`config.mk`:
```
export PLATFORM = sky130hd
export DESIGN_NAME = quoted_token_splitter_core
export DESIGN_NICKNAME = d
export VERILOG_FILES = /design/src/rtl/qts_pkg.sv /design/src/rtl/qts_front.sv /design/src/rtl/qts_queue.sv /design/src/rtl/qts_back.sv /design/src/rtl/quoted_token_splitter_core.sv
export VERILOG_INCLUDE_DIRS = /design/src /design/src/rtl
export SDC_FILE = /design/constraint.sdc
export NUM_CORES = 1
export LEC_CHECK = 0
export BUFFER_PORTS_ARGS = -buffer_cell sky130_fd_sc_hd__buf_2
export CAP_MARGIN = 20
export CORE_UTILIZATION = 45
export DETAILED_ROUTE_END_ITERATION = 16
export HOLD_SLACK_MARGIN = 0.03
export REMOVE_ABC_BUFFERS = 1
export SLEW_MARGIN = 20
export SYNTH_ARGS = -nofsm -noshare
export SYNTH_HDL_FRONTEND = slang
export SYNTH_SLANG_ARGS = --single-unit
```
`constraint.sdc`:
```
create_clock -name clock -period 3.1 [get_ports clock]
set_clock_uncertainty 0.1 [all_clocks]
set_input_delay 0.155 -clock clock [delete_from_list [all_inputs] [get_ports clock]]
set_output_delay 0.155 -clock clock [all_outputs]
set_load 0.01 [all_outputs]
```
`src/rtl/quoted_token_splitter_core_defines.svh`:
```
// Assertion macros shared by the quoted token splitter RTL.
// Depends on nothing; included by the top level only.
`ifndef QUOTED_TOKEN_SPLITTER_CORE_DEFINES_SVH
`define QUOTED_TOKEN_SPLITTER_CORE_DEFINES_SVH

// Same-cycle implication, disabled during reset
`define QTS_ASSERT_NOW(label, clk, rst, ante, cons) \
   label: assert property (@(posedge clk) disable iff (rst) (ante) |-> (cons)) \
      else $error("qts same-cycle check failed");

// Next-cycle implication, disabled during reset
`define QTS_ASSERT_NEXT(label, clk, rst, ante, cons) \
   label: assert property (@(posedge clk) disable iff (rst) (ante) |=> (cons)) \
      else $error("qts next-cycle check failed");

`endif

```
`src/rtl/qts_pkg.sv`:
```
// Shared types and constants for the quoted token splitter.
// No dependencies; imported by every module of the block.
package qts_pkg;

   localparam logic [7:0] QUOTE_SINGLE = 8'h27;
   localparam logic [7:0] QUOTE_DOUBLE = 8'h22;

   // Configuration register indexes
   localparam int unsigned CSR_IDX_W = 2;
   localparam logic [CSR_IDX_W-1:0] CSR_SEP_MAP_0 = 2'd0;
   localparam logic [CSR_IDX_W-1:0] CSR_SEP_MAP_1 = 2'd1;
   localparam logic [CSR_IDX_W-1:0] CSR_SEP_MAP_2 = 2'd2;
   localparam logic [CSR_IDX_W-1:0] CSR_SEP_MAP_3 = 2'd3;
   localparam int unsigned SEP_WORDS = 4;
   localparam int unsigned CSR_DATA_W = 64;

   // Reset bitmap: tab and space
   localparam logic [CSR_DATA_W-1:0] SEP_MAP_0_RESET = 64'h0000_0001_0000_0200;

   typedef enum logic [1:0] {
      MODE_IDLE  = 2'd0,
      MODE_TOKEN = 2'd1,
      MODE_QUOTE = 2'd2
   } mode_type;

   typedef enum logic [1:0] {
      KIND_SKIP  = 2'd0,
      KIND_FIRST = 2'd1,
      KIND_MORE  = 2'd2,
      KIND_END   = 2'd3
   } kind_type;

   typedef struct packed {
      logic [7:0] char_in;
      logic       string_end;
   } req_type;

   typedef struct packed {
      logic [7:0] char_out;
      logic [1:0] byte_kind;
      logic       token_closed;
      logic       last_out;
   } rsp_type;

   // Classified item, front to back
   typedef struct packed {
      logic [7:0] char_val;
      logic       last;
      logic       sep;
      logic       is_single;
      logic       is_double;
   } class_type;

   // Queue status seen by the top level
   typedef struct packed {
      logic full;
      logic empty;
   } q_status_type;

endpackage

```
`src/rtl/qts_front.sv`:
```
// Front end: separator bitmap registers and byte classification.
// Depends on qts_pkg.
module qts_front import qts_pkg::*; (
   input  logic                  clock,
   input  logic                  reset,
   input  logic                  csr_we,
   input  logic [CSR_IDX_W-1:0]  csr_index,
   input  logic [CSR_DATA_W-1:0] csr_wdata,
   input  req_type               req_data,
   output class_type             cls
);

   logic [CSR_DATA_W-1:0] sep_map_ff [SEP_WORDS];
   logic [CSR_DATA_W-1:0] sep_word;

   // Bitmap registers, written by index
   always_ff @(posedge clock) begin
      if (reset) begin
         sep_map_ff[CSR_SEP_MAP_0] <= SEP_MAP_0_RESET;
         sep_map_ff[CSR_SEP_MAP_1] <= '0;
         sep_map_ff[CSR_SEP_MAP_2] <= '0;
         sep_map_ff[CSR_SEP_MAP_3] <= '0;
      end else if (csr_we) begin
         sep_map_ff[csr_index] <= csr_wdata;
      end
   end

   // Bitmap lookup and quote detection
   always_comb begin
      sep_word      = sep_map_ff[req_data.char_in[7:6]];
      cls.char_val  = req_data.char_in;
      cls.last      = req_data.string_end;
      cls.sep       = sep_word[req_data.char_in[5:0]];
      cls.is_single = (req_data.char_in == QUOTE_SINGLE);
      cls.is_double = (req_data.char_in == QUOTE_DOUBLE);
   end

endmodule

```
`src/rtl/qts_queue.sv`:
```
// Two-entry queue of classified items between front and back.
// Depends on qts_pkg.
module qts_queue import qts_pkg::*; (
   input  logic         clock,
   input  logic         reset,
   input  logic         push,
   input  class_type    push_data,
   input  logic         pop,
   output class_type    head,
   output logic         head_valid,
   output q_status_type status
);

   class_type  mem_ff [2];
   logic       wr_ptr_ff, wr_ptr_in;
   logic       rd_ptr_ff, rd_ptr_in;
   logic [1:0] count_ff, count_in;

   // Pointer and count update
   always_comb begin
      wr_ptr_in = push ? ~wr_ptr_ff : wr_ptr_ff;
      rd_ptr_in = pop ? ~rd_ptr_ff : rd_ptr_ff;
      count_in  = count_ff + {1'b0, push} - {1'b0, pop};
   end

   always_ff @(posedge clock) begin
      if (reset) begin
         wr_ptr_ff <= 1'b0;
         rd_ptr_ff <= 1'b0;
         count_ff  <= 2'd0;
      end else begin
         wr_ptr_ff <= wr_ptr_in;
         rd_ptr_ff <= rd_ptr_in;
         count_ff  <= count_in;
      end
   end

   // Storage
   always_ff @(posedge clock) begin
      if (push) begin
         mem_ff[wr_ptr_ff] <= push_data;
      end
   end

   assign head         = mem_ff[rd_ptr_ff];
   assign head_valid   = (count_ff != 2'd0);
   assign status.full  = (count_ff == 2'd2);
   assign status.empty = (count_ff == 2'd0);

endmodule

```
`src/rtl/qts_back.sv`:
```
// Back end: token state machine and registered result stage.
// Depends on qts_pkg.
module qts_back import qts_pkg::*; (
   input  logic      clock,
   input  logic      reset,
   input  class_type head,
   input  logic      head_valid,
   output logic      pop,
   output logic      rsp_valid,
   input  logic      rsp_ready,
   output rsp_type   rsp_data
);

   mode_type mode_ff, mode_in;
   logic     quote_kind_ff, quote_kind_in;
   logic     rsp_valid_ff, rsp_valid_in;
   rsp_type  rsp_ff, rsp_in;
   kind_type kind;
   logic     closed;
   logic     quote_match;

   // Take the head item whenever the result stage is free or draining
   assign pop          = head_valid && (!rsp_valid_ff || rsp_ready);
   assign quote_match  = quote_kind_ff ? head.is_double : head.is_single;
   assign rsp_valid_in = pop || (rsp_valid_ff && !rsp_ready);

   // Next state
   always_comb begin
      case (mode_ff)
         MODE_QUOTE: mode_in = quote_match ? MODE_TOKEN : MODE_QUOTE;
         MODE_TOKEN: mode_in = head.sep ? MODE_IDLE : MODE_TOKEN;
         default: begin
            if (head.sep) begin
               mode_in = MODE_IDLE;
            end else if (head.is_single || head.is_double) begin
               mode_in = MODE_QUOTE;
            end else begin
               mode_in = MODE_TOKEN;
            end
         end
      endcase
      // end of string returns to between tokens
      if (head.last) begin
         mode_in = MODE_IDLE;
      end
   end

   // Outputs: byte kind, close flag, quote kind capture
   always_comb begin
      quote_kind_in = quote_kind_ff;
      closed        = 1'b0;
      case (mode_ff)
         MODE_QUOTE: kind = KIND_MORE;
         MODE_TOKEN: begin
            kind   = head.sep ? KIND_END : KIND_MORE;
            closed = head.sep;
         end
         default: begin
            kind = head.sep ? KIND_SKIP : KIND_FIRST;
            if (!head.sep && (head.is_single || head.is_double)) begin
               quote_kind_in = head.is_double;
            end
         end
      endcase
      if (head.last && (kind == KIND_FIRST || kind == KIND_MORE)) begin
         closed = 1'b1;
      end
      rsp_in.char_out     = head.char_val;
      rsp_in.byte_kind    = kind;
      rsp_in.token_closed = closed;
      rsp_in.last_out     = head.last;
   end

   always_ff @(posedge clock) begin
      if (reset) begin
         mode_ff       <= MODE_IDLE;
         quote_kind_ff <= 1'b0;
         rsp_valid_ff  <= 1'b0;
      end else begin
         rsp_valid_ff <= rsp_valid_in;
         if (pop) begin
            mode_ff       <= mode_in;
            quote_kind_ff <= quote_kind_in;
         end
      end
   end

   // Result payload
   always_ff @(posedge clock) begin
      if (pop) begin
         rsp_ff <= rsp_in;
      end
   end

   assign rsp_valid = rsp_valid_ff;
   assign rsp_data  = rsp_ff;

endmodule

```
`src/rtl/quoted_token_splitter_core.sv`:
```
// Top level of the quoted token splitter: front, queue and back.
// Depends on qts_pkg, qts_front, qts_queue, qts_back and the defines header.
//
//   port group | direction | handshake           | payload
//   req_       | in        | req_valid/req_ready | req_type  (char_in, string_end)
//   rsp_       | out       | rsp_valid/rsp_ready | rsp_type  (one result per item)
//   csr_       | in        | csr_we              | csr_index, csr_wdata
//
// One item per cycle sustained while rsp_ready stays high; an item's result passes the queue
// register, then the result register, before it is first offered on rsp_.
// The token state machine in the back end takes one item per cycle while the result stage is free or draining.
// Synchronous active-high reset clears state and queue and restores the
// tab/space separator map.
// A stalled rsp_ready fills the two-entry queue, then drops req_ready.
`include "quoted_token_splitter_core_defines.svh"
module quoted_token_splitter_core import qts_pkg::*; (
   input  logic                  clock,
   input  logic                  reset,
   input  logic                  req_valid,
   output logic                  req_ready,
   input  req_type               req_data,
   output logic                  rsp_valid,
   input  logic                  rsp_ready,
   output rsp_type               rsp_data,
   input  logic                  csr_we,
   input  logic [CSR_IDX_W-1:0]  csr_index,
   input  logic [CSR_DATA_W-1:0] csr_wdata
);

   class_type    cls;
   class_type    head;
   logic         head_valid;
   logic         pop;
   logic         push;
   logic         rsp_is_end;
   q_status_type q_status;

   assign req_ready = !q_status.full;
   assign push      = req_valid && req_ready;

   qts_front u_front (
      .clock     (clock),
      .reset     (reset),
      .csr_we    (csr_we),
      .csr_index (csr_index),
      .csr_wdata (csr_wdata),
      .req_data  (req_data),
      .cls       (cls)
   );

   qts_queue u_queue (
      .clock      (clock),
      .reset      (reset),
      .push       (push),
      .push_data  (cls),
      .pop        (pop),
      .head       (head),
      .head_valid (head_valid),
      .status     (q_status)
   );

   qts_back u_back (
      .clock      (clock),
      .reset      (reset),
      .head       (head),
      .head_valid (head_valid),
      .pop        (pop),
      .rsp_valid  (rsp_valid),
      .rsp_ready  (rsp_ready),
      .rsp_data   (rsp_data)
   );

   // Checks
   assign rsp_is_end = rsp_valid && (rsp_data.byte_kind == KIND_END);

   `QTS_ASSERT_NOW(a_queue_status, clock, reset, 1'b1, !(q_status.full && q_status.empty))
   `QTS_ASSERT_NOW(a_no_pop_empty, clock, reset, pop, !q_status.empty)
   `QTS_ASSERT_NOW(a_end_closes, clock, reset, rsp_is_end, rsp_data.token_closed)
   `QTS_ASSERT_NEXT(a_push_fills, clock, reset, push && !pop, !q_status.empty)

endmodule

```
### After elaboration in Yosys (flattened, before gate mapping)

Memory sizes are Yosys's and may differ from the RTL's. A register that Yosys moved wholly into a read port is not among the register bits.
Index checks and enable logic that the tools add are counted.

* register bits after elaboration: 20
* bits in writable memories: 280
* output and inout port bits: 14
* logic and storage cells: 66
* memories kept: 2

Memories
* u_front.sep_map_ff: words 4, bits a word 64, read ports 1, clocked after memory_dff 0, write ports 4, line qts_front.sv:13 `logic [CSR_DATA_W-1:0] sep_map_ff [SEP_WORDS];`
* u_queue.mem_ff: words 2, bits a word 12, read ports 1, clocked after memory_dff 1, write ports 1, line qts_queue.sv:14 `class_type mem_ff [2];`

* add/subtract/negate cells: 2
* $lt $le $gt $ge: 1
* equality and inequality tests: 7
* mux-type cells: 24
* bitwise gates (word level): 3
* reduce and logical (&&, ||, !) cells: 17

Operators with widths (number)
* $mux W64: 1
* $reduce_or A64 Y1: 1
* $eq A8 B6 Y1 const B: 2
* $mux W1: 15
* $mux W2: 5
* $pmux W2 S2: 2
* $lt A6 B7 Y1 const B: 1
* $bmux W1 S6: 1
* $eq A2 B2 Y1 const B: 3
* $logic_and A1 B1 Y1: 5
* $eq A2 B1 Y1 const B: 2
* $logic_not A1 Y1: 4
* $logic_or A1 B1 Y1: 4
* $not A1 Y1: 3
* $reduce_and A3 Y1: 1
* $add A2 B1 Y2: 1
* $reduce_bool A2 Y1: 1
* $reduce_or A2 Y1: 1
* $sub A2 B1 Y2: 1

### Depth between registers and ports, before layout

* word-level depth: 5
* depth in mapped cells: 10
* depth with buffers taken out: 9

### By module

A second synthesis with hierarchy kept.

* cells, all modules: 865
* area, all modules: 13802.0 µm²

By module, submodules not included
* qts_front: times used 1, cells an instance 757, area each 12007.8 µm², seq. area each 7687.4 µm²
* qts_queue: times used 1, cells an instance 59, area each 1127.3 µm², seq. area each 820.8 µm²
* qts_back: times used 1, cells an instance 47, area each 656.9 µm², seq. area each 440.4 µm²
* quoted_token_splitter_core: times used 1, cells an instance 2, area each 10.0 µm², seq. area each 0.0 µm²

### Worst setup path before layout

OpenSTA, ideal clock, no wires.

* path type: input to register
* start point: in csr_we
* end point: mem u_front.sep_map_ff[0][0] (enable)
* setup time: 394 ps
* arrival: 1702 ps
* setup slack: 904 ps
* stages on the path: 4
* path buffers: 1
* cells stage by stage: nor2b_1 nor3b_1 clkbuf_1 or2_2

RTL lines
* start: declaration: line quoted_token_splitter_core.sv:25 `input logic csr_we,`
* end: declaration: line qts_front.sv:13

==> impl_metrics.yaml <==
status:
  outcome: "completed"
power_and_ir_drop:
  max-vdd-ir-drop_v: 0.000395
  p_leak_nw: 5.94
  powerDensity_nw_per_um2: 623
  total_power_w: 0.0101
cts:
  clk_path_buf_depth: 3
  clock_sinks: 301
  post_cts_resized: 0
  numCtsBuffers: 34
  cts_root_buf: "clkbuf_16"
  post_cts_buffers: 0
  clock_latency_ns: 0.51
  h-tree-depth: 2
  tritoncts: "built"
  path_clk_slew_ns: 0.06
job:
  cap_violations: 0
yosys:
  ys_types: 54
  yosysWarnings: 0
  ys_seq_area_share_pct: 66.4
  synthFlopType: "edfxtp_1"
  synth_seq_cells: 301
  avgSynthCellArea_um2: 15.8
  netlist_instances: 856
  ys_async_sr_fraction_pct: 0
  synth-edff-count: 292
  syn_area_um2: 13500
final_layout:
  multiInputGateArea_um2: 4220
  diodes: 0
  syn_to_final_growth_pct: 19.9
  seqCellArea_um2: 8950
  drive_above_1_share_pct: 22.3
  nFillCells: 2427
  layout.nets: 1114
routing:
  drc: 0
  num_vias: 7616
  drtPass1Iterations: 5
  post_drt_wl_per_cell_um: 20.7
  viasPerCell: 5.28
  drt-initial-drc-count: 562
  drtAntennaViolNets: 0
  drt_wl_total_um: 29800
timing:
  hold_viol_final: 0
  period_share_pct: 74.6
  worst_slack_ns: 0.789
  rsz0062_at_grt: "no"
  max-slew-margin-rel_pct: 31.9
  setup_viol: 0
  final.min_clock_period_ns: 2.31
  maxSlewViolCount: 0
  max_freq_mhz: 433
  tightest_slew_ns: 1.02
critical_path:
  r2r-end: "u_queue.mem_ff[0][2]"
  criticalPathCategory: "primary input to flip-flop"
  rrSetupSlack_ns: 0.84
  timing.rr.start: "u_front.sep_map_ff[1][21]"
  crit_path_end_kind: "flip-flop"
  start_kind: "primary input"
  required_ns: 3.16
  cp_max_fo: 41
  crit_arrival_ns: 2.37
  reg2reg_depth: 6
floorplan:
  core_area_um2: 29600
  start_util_pct: 45.6
  die-area_um2: 30700
  die_h_um: 175
  rows: 63
  fp.dieW_um: 175
  num_io_pins: 94
global_route:
  antenna_found_initial: 0
  grt.total_usage_pct: 20.2
  first_global_vias: 7873
  grt_overflow: 0
  grt_start_max_net_pins: 65
  grt_first_pass_wirelength_um: 46200
placement:
  place.gp.congestion: 0.762
  port_buffers: 93
  hpwl_um: 17200
  preCtsSetupSlack_ns: 0.353
hold_path:
  hold_start: "req_data[7]"
  hold_class: "primary input to flip-flop"
  min_delay_path_depth: 1
  whs_endpoint: "u_queue.mem_ff[0][10]"
[kinds of logic after synthesis]
family	count (synthesis)	share of synthesized area, %
simple gates	335	14.9
flops	301	66.4
mux	97	12.8
buf+inv	64	2.54
compound gates	51	2.74
xor+xnor	4	0.260
fa+ha+maj	4	0.371
[cells in the final DEF (no fill, tap or decap), types with 4 or more instances in the layout]
master	synthesis	final
o21ai_0	6	6
buf_4	2	25
clkbuf_16	0	35
ha_1	4	4
nor2_1	13	13
mux4_2	46	46
buf_2	4	91
dfxtp_1	9	9
and2_1	256	256
mux4_1	10	10
a31oi_1	6	6
clkbuf_1	36	7
edfxtp_1	292	292
mux2_2	15	15
nand2b_1	7	7
dlygate4sd3_1	0	73
a21oi_1	7	7
nand2_1	21	21
a221oi_1	4	4
clkinv_1	0	7
mux2i_1	26	26
clkinv_2	0	5
a22oi_1	6	6
nand3_1	8	8
nor2b_1	10	9
inv_1	9	9
[worst max path at each step]
stage                             start                        end  slack (ns)  depth (start not counted)
finish                            reset  u_front.sep_map_ff[1][32]        0.79                          6
global route        u_queue.count_ff[1]        u_queue.count_ff[1]        0.64                          9
CTS                               reset  u_front.sep_map_ff[1][32]        0.75                          6
detailed placement          req_data[7]       u_queue.mem_ff[1][2]        0.35                          8
global placement            req_data[7]       u_queue.mem_ff[0][2]        0.37                          8
floorplan                         reset   u_front.sep_map_ff[0][0]       -2.46                          3
[Yosys cell counts (4+ instances only)]
cell type / n / area share, %
edfxtp_1: 292 / 65
and2_1: 256 / 12
mux4_2: 46 / 7.7
clkbuf_1: 36 / 1.0
mux2i_1: 26 / 1.9
nand2_1: 21 / 0.58
mux2_2: 15 / 1.3
nor2_1: 13 / 0.36
mux4_1: 10 / 1.9
nor2b_1: 10 / 0.46
buf_6: 9 / 0.75
dfxtp_1: 9 / 1.3
inv_1: 9 / 0.25
nand3_1: 8 / 0.30
a21oi_1: 7 / 0.26
nand2b_1: 7 / 0.32
a22oi_1: 6 / 0.33
a31oi_1: 6 / 0.28
o21ai_0: 6 / 0.22
a221oi_1: 4 / 0.26
buf_2: 4 / 0.15
ha_1: 4 / 0.37
[critical path: stages]
cell	delay [ns]
dlygate4sd3_1	0.53
buf_2	0.22
nor2b_4	0.16
and3b_2	0.20
or2_4	0.60
buf_4	0.49
[per-layer routing]
metal  GRT usage, %  share of wire (%)  up-vias
met5              0                  0        -
met2           33.7                 48      176
met1           27.6                 45     3857
met3           2.85                3.9       45
met4           5.76                2.1        0
li1               -                  -     3538
[where the power goes]
group | switching (W) | total (W) | internal [W]
registers | 0.000105 | 0.00503 | 0.00493
clock network | 0.00153 | 0.00378 | 0.00225
logic | 0.000699 | 0.00127 | 0.000571
[area by class of cell]
| type | instances | share of cell area, % |
|---|---|---|
| well taps | 390 | 3.02 |
| inverters | 10 | 0.232 |
| repair buffers | 192 | 8.87 |
| clock inverters | 15 | 0.743 |
| multi-input cells | 491 | 26.1 |
| clock buffers | 43 | 5.66 |
| flip-flops and latches | 301 | 55.3 |
[sequential cells by signal, summed over array words and instances (netlist names), named ones only]
register / cells
u_back.rsp_valid: 1
u_back.mode_ff: 2
u_queue.wr_ptr_ff: 1
u_queue.count_ff: 2
u_back.rsp_data: 12
u_queue.rd_ptr_ff: 1
u_back.quote_kind_ff: 1
u_queue.mem_ff: 24
u_front.sep_map_ff: 256
[repair_timing]
item / in CTS / in global routing
endpoints found under the setup margin: 0 / 0
hold buffers: 73 / 0
hold endpoints to repair: 275 / 0
[metrics by stage]
stage | std cells | util [%] | hold slack (ns) | area (µm²) | TNS, ns
floorplan | 802 | - | 0.124 | 13200 | -364.46
global placement | 1311 | 48.7 | 0.251 | 14400 | 0
detailed placement | 1311 | 48.7 | 0.256 | 14400 | 0
CTS | 1442 | 54.7 | 0.0364 | 16200 | 0
global route | 1442 | 54.7 | 0.0443 | 16200 | 0
finish | 1442 | 54.7 | 0.0483 | 16200 | 0
No activity file was read; power rests on OpenSTA's default activity.
